[config.mk]
export PLATFORM = sky130hd
export DESIGN_NAME = pip_ctrl
export DESIGN_NICKNAME = d
export VERILOG_FILES = /design/src/rtl/pip_pkg.sv /design/src/rtl/pip_ctrl.sv
export SDC_FILE = /design/constraint.sdc
export NUM_CORES = 1
export LEC_CHECK = 0
export ABC_CLOCK_PERIOD_IN_PS = 6130
export BUFFER_PORTS_ARGS = -buffer_cell sky130_fd_sc_hd__buf_2
export CORE_UTILIZATION = 50
export DETAILED_ROUTE_END_ITERATION = 10
export PLACE_DENSITY = 0.76
export SLEW_MARGIN = 10
export SYNTH_ARGS = -nofsm -noshare
export SYNTH_HDL_FRONTEND = slang
export SYNTH_SLANG_ARGS = --single-unit
[constraint.sdc]
create_clock -name clk -period 6.13 [get_ports clk]
set_input_delay 1.839 -clock clk [delete_from_list [all_inputs] [get_ports clk]]
set_output_delay 1.839 -clock clk [all_outputs]
set_load 0.02 [all_outputs]
[src/rtl/pip_pkg.sv]
`timescale 1ns / 1ps
`default_nettype none
package pip_pkg;
    localparam int MAX_VERTICES = 1024;
    localparam int COORD_BITS   = 30;
    localparam int ADDR_BITS    = $clog2(MAX_VERTICES);
    localparam int CNT_BITS     = $clog2(MAX_VERTICES + 1);

    typedef logic signed [COORD_BITS-1:0] coord_t;
    typedef logic [ADDR_BITS-1:0]         addr_t;
    typedef logic [CNT_BITS-1:0]          cnt_t;

    typedef enum logic [1:0] {
        REQ_CLEAR  = 2'd0,
        REQ_APPEND = 2'd1,
        REQ_QUERY  = 2'd2,
        REQ_NONE   = 2'd3
    } req_t;

    typedef enum logic [1:0] {
        LOC_OUTSIDE  = 2'd0,
        LOC_INSIDE   = 2'd1,
        LOC_BOUNDARY = 2'd2,
        LOC_UNUSED   = 2'd3
    } loc_t;

    // controller -> datapath
    typedef struct packed {
        logic load_point;   // capture query point
        logic wr_en;        // append vertex at wr_addr
        addr_t wr_addr;
        logic rd_en;        // issue vertex read
        addr_t rd_addr;
        logic first;        // read data is vertex 0 (kept for closing edge)
        logic edge_a;       // latch read data as edge start
        logic edge_go;      // evaluate edge from latched start and read data
        logic edge_close;   // evaluate closing edge: latched start to vertex 0
        logic clr_acc;      // restart crossings / boundary
    } pip_cmd_t;

    // datapath -> controller
    typedef struct packed {
        logic busy;         // edge pipeline still holds work
        logic boundary;
        logic parity;
    } pip_sts_t;
endpackage
`default_nettype wire

[src/rtl/pip_ctrl.sv]
`timescale 1ns / 1ps
`default_nettype none
module pip_ctrl
    import pip_pkg::*;
(
    input  wire logic       clk,
    input  wire logic       rst_n,
    input  wire logic       in_fire,
    input  wire logic [1:0] in_req,
    output logic            in_ready,
    output logic            res_load,
    output loc_t            res_loc,
    input  wire logic       res_free,
    output pip_cmd_t        cmd,
    input  wire pip_sts_t   sts
);
    typedef enum logic [2:0] {
        ST_IDLE  = 3'b001,
        ST_WALK  = 3'b010,
        ST_DRAIN = 3'b100
    } state_t;

    state_t state_reg, state_next;
    cnt_t   count_reg, count_next;
    cnt_t   idx_reg, idx_next;
    logic   close_reg, close_next;

    always_ff @(posedge clk or negedge rst_n)
    begin
        if (!rst_n)
        begin
            state_reg <= ST_IDLE;
            count_reg <= '0;
            idx_reg   <= '0;
            close_reg <= 1'b0;
        end
        else
        begin
            state_reg <= state_next;
            count_reg <= count_next;
            idx_reg   <= idx_next;
            close_reg <= close_next;
        end
    end

    always_comb
    begin
        state_next = state_reg;
        count_next = count_reg;
        idx_next   = idx_reg;
        close_next = 1'b0;
        cmd        = '0;
        res_load   = 1'b0;
        res_loc    = LOC_OUTSIDE;
        in_ready   = (state_reg == ST_IDLE) && res_free;
        cmd.wr_addr = count_reg[ADDR_BITS-1:0];
        cmd.rd_addr = idx_reg[ADDR_BITS-1:0];
        unique case (state_reg)
            ST_IDLE:
            begin
                if (in_fire)
                begin
                    case (in_req)
                        REQ_CLEAR:  count_next = '0;
                        REQ_APPEND:
                        begin
                            if (count_reg < cnt_t'(MAX_VERTICES))
                            begin
                                cmd.wr_en  = 1'b1;
                                count_next = count_reg + 1'b1;
                            end
                        end
                        REQ_QUERY:
                        begin
                            cmd.load_point = 1'b1;
                            cmd.clr_acc    = 1'b1;
                            idx_next       = '0;
                            state_next     = (count_reg == '0) ? ST_DRAIN : ST_WALK;
                        end
                        default: ;
                    endcase
                end
            end
            ST_WALK:
            begin
                // read vertex idx; vertex 0 opens, later ones close edge idx-1
                cmd.rd_en   = 1'b1;
                cmd.first   = (idx_reg == '0);
                cmd.edge_a  = (idx_reg == '0);
                cmd.edge_go = (idx_reg != '0);
                idx_next    = idx_reg + 1'b1;
                if (idx_next == count_reg)
                begin
                    state_next = ST_DRAIN;
                    close_next = 1'b1;
                end
            end
            ST_DRAIN:
            begin
                // close_reg delays closing edge until last read has landed
                cmd.edge_close = close_reg && (count_reg != '0);
                if (!close_reg && !sts.busy)
                begin
                    res_load   = 1'b1;
                    res_loc    = sts.boundary ? LOC_BOUNDARY
                               : (sts.parity ? LOC_INSIDE : LOC_OUTSIDE);
                    state_next = ST_IDLE;
                end
            end
            default: state_next = ST_IDLE;
        endcase
    end
endmodule
`default_nettype wire

==> summary.txt <==
via count of the first global-routing pass: 1482
power after layout: 0.5401 mW
number of antenna diodes: 0
Finish-stage setup viols: 0
worst slew margin relative to its limit: 60.59%
filler cell count in the final layout: 363
top post-synthesis cells by area: dfrtp_1 31%, buf_4 8.2%, nor2_1 4.8%
class of the most critical hold timing path: reg -> reg
power density cells: 257.2 nW/um^2
Max Transition Viols Final: 0
area leader, netlist: dfrtp_1
TritonRoute pass-1 iters: 4
final count of hold timing violations: 0
area of the die: 4294 um^2
synth unique cells: 51
Syn Inst Count: 233
clock latency on the worst-skew pair: 0.28 ns
Max VDD drop: 0.1706 mV
vias per cell: 5.763
Crit Path Max Fanout: 3
Vert. Die Dim: 65.53 um
buffer type at the clock tree root: clkbuf_8
aggregate global-route resource usage: 22.67%
clock tree from TritonCTS: done
worst hold slack after final layout: 0.5416 ns
count of antenna-violating nets left after detailed routing: 0
standard-cell row count: 22
reported leakage power: 1.030 nW
Total Negative Setup Slacks: 0 ns
die width: 65.53 um
overall routed net length: 4.271 mm
DR iter-0 viols: 64
vias after detailed routing: 1677
unrepaired setup endpoints after global routing: false
start-to-end type of the worst setup path: in -> out
warning count from the yosys run: 0
status: finished, final reports clean
Residual DRC: 0
total clock buffers created by CTS: 3
master of the slowest instance on the critical path: nor3b_1
post-synth net total: 246
reported max-cap violation count: 0
initial antenna violation count: 0
Critical Path, Cell by Cell: buf_2 > nand3b_1 > nor3b_1 > buf_2
finished layout cell area: 2100 um^2
Port Buf Inserts: 40
final core utilization: 55.67%
area share of the largest cell type after synthesis: 31.00%
Net count, final: 257
synthesized area: 2018 um^2
worst endpoint data arrival time: 2.68 ns
starting density of the core: 53.52%
clock-pin transition on the worst setup and hold timing paths: 0.09 ns
element type at the critical path start: primary input
sequential cell area: 651.9 um^2
remaining global-route overflow: 0
slew at the pin closest to its max-slew limit: 0.5912 ns
sequential fraction of the synthesis area: 32.30%
mean instance size in the synthesized netlist: 8.662 um^2
maximum number of pins on one net before global-route repair: 27
Fmax achieved: 221.5 MHz
setup clock skew after layout: 0.004572 ns
footprint of the multi-input gates: 1102 um^2
critical path endpoint category: output port
half-perimeter wire length of the detailed placement result: 3.038 mm
share of final-layout standard cells stronger than drive strength 1: 24.69%
post-CTS repair timing setup buffer count: 0
clock period minus final worst setup slack: 4.514 ns
global-route wire length before repair: 7.486 mm
CP max stage delay: 0.34 ns
most numerous cell on the critical path: buf_2
Std-Cell Core Area: 3771 um^2
Post-synth ARST share: 100.0%
Longest Clk Path Bufs: 2
weighted congestion reported at the end of routability-driven placement: 0.8035
count of hold buffers inserted by post-cts repair: 0
cell area after placement: 2044 um^2
number of synthesized flops with an enable pin: 0
Gates resized, CTS repair: 0
number of register bits inferred by synthesis: 26
per-cell routed wire length: 14.68 um
Final period util: 73.64%
data required time of the worst path: 4.29 ns
number of I/O pins: 41
CTS sink count: 26
H-tree depth: 1
prevailing post-synth register cell: dfrtp_1
growth of design area from synthesis to finish: 4.030%
[worst paths after layout]
path	slack, ns	depth (start not counted)	from	endpoint
setup reg to reg	3.75	6	state_reg[0]	count_reg[7]
hold / removal	0.54	1	idx_reg[10]	idx_reg[10]
max in group asynchronous	4.19	1	rst_n	idx_reg[0]
setup / recovery	1.62	4	in_req[1]	cmd[26]
min in group asynchronous	1.55	1	rst_n	count_reg[6]
hold reg to reg	0.54	1	idx_reg[10]	idx_reg[10]
[critical path: cells and delay by family]
family / cells / cell delay [ns]
buffers and inverters: 2 / 0.34
and+or+nand+nor: 2 / 0.49
[report_power, final]
| part | switching, mW | internal, mW |
|---|---|---|
| logic | 0.103 | 0.0752 |
| clock network | 0.0584 | 0.0576 |
| registers | 0.0523 | 0.193 |
[stage by stage]
step           instances  setup WS [ns]
6_report             291          1.616
5_1_grt              291          1.467
3_5_place_dp         287          1.613
4_1_cts              291          1.608
2_1_floorplan        233          1.258
3_3_place_gp         287          1.666
[placed cells by master, fill, tap and decap left out, types with 3 or more instances in the layout]
| master | Yosys | routed |
|---|---|---|
| nor3b_1 | 4 | 4 |
| xnor2_1 | 8 | 8 |
| inv_1 | 8 | 8 |
| nor3_2 | 4 | 4 |
| a21oi_1 | 7 | 7 |
| ha_1 | 4 | 4 |
| and3_1 | 3 | 3 |
| nand3_1 | 5 | 5 |
| dfrtp_1 | 25 | 25 |
| clkbuf_8 | 0 | 4 |
| buf_2 | 7 | 40 |
| a22o_1 | 4 | 4 |
| nor4_1 | 7 | 7 |
| o21ai_0 | 17 | 17 |
| nand2_1 | 18 | 18 |
| and2_1 | 6 | 6 |
| nor3_1 | 5 | 5 |
| o31ai_1 | 3 | 3 |
| nand3b_1 | 3 | 3 |
| nor2_1 | 26 | 26 |
| xor2_1 | 10 | 10 |
[Yosys cell counts, drive strengths merged (2+ instances only)]
cell type and instances:
nand4 4, xor2 10, ha 4, a31oi 2, nor4 7, and2 6
a22o 4, nor2 28, nand3 6, clkbuf 2, a21oi 7, dfrtp 25
nor3 10, nor3b 4, a21o 2, o31ai 4, inv 8, nand2 18
and3 3, nand3b 3, nand4b 2, nor4b 2, o21ai 18, xnor2 8
buf 32
[routing by layer]
metal,global-route usage (%),part of all wire (%)
met4,7.337,1.3
met1,32.72,49
met3,2.951,4.1
met2,34.79,46
met5,0,0
[kinds of logic (layout without fill, tap and decap cells)]
group	count (synthesis)	in the layout	share of synthesized area [%]
compound gates	44	44	14.26
xor+xnor	19	19	8.989
fa+ha+maj	4	4	2.480
buf+inv	42	52	13.08
flops	26	26	32.30
simple gates	98	98	28.89
[final cells by class]
type / instances / share of cell area (%)
multi-input combinational: 165 / 52.50
sequential: 26 / 31.05
timing repair buffer: 40 / 9.535
tap: 48 / 2.861
clock buffer: 4 / 2.622
inverter: 8 / 1.430
(Power assumes the default switching activity.)
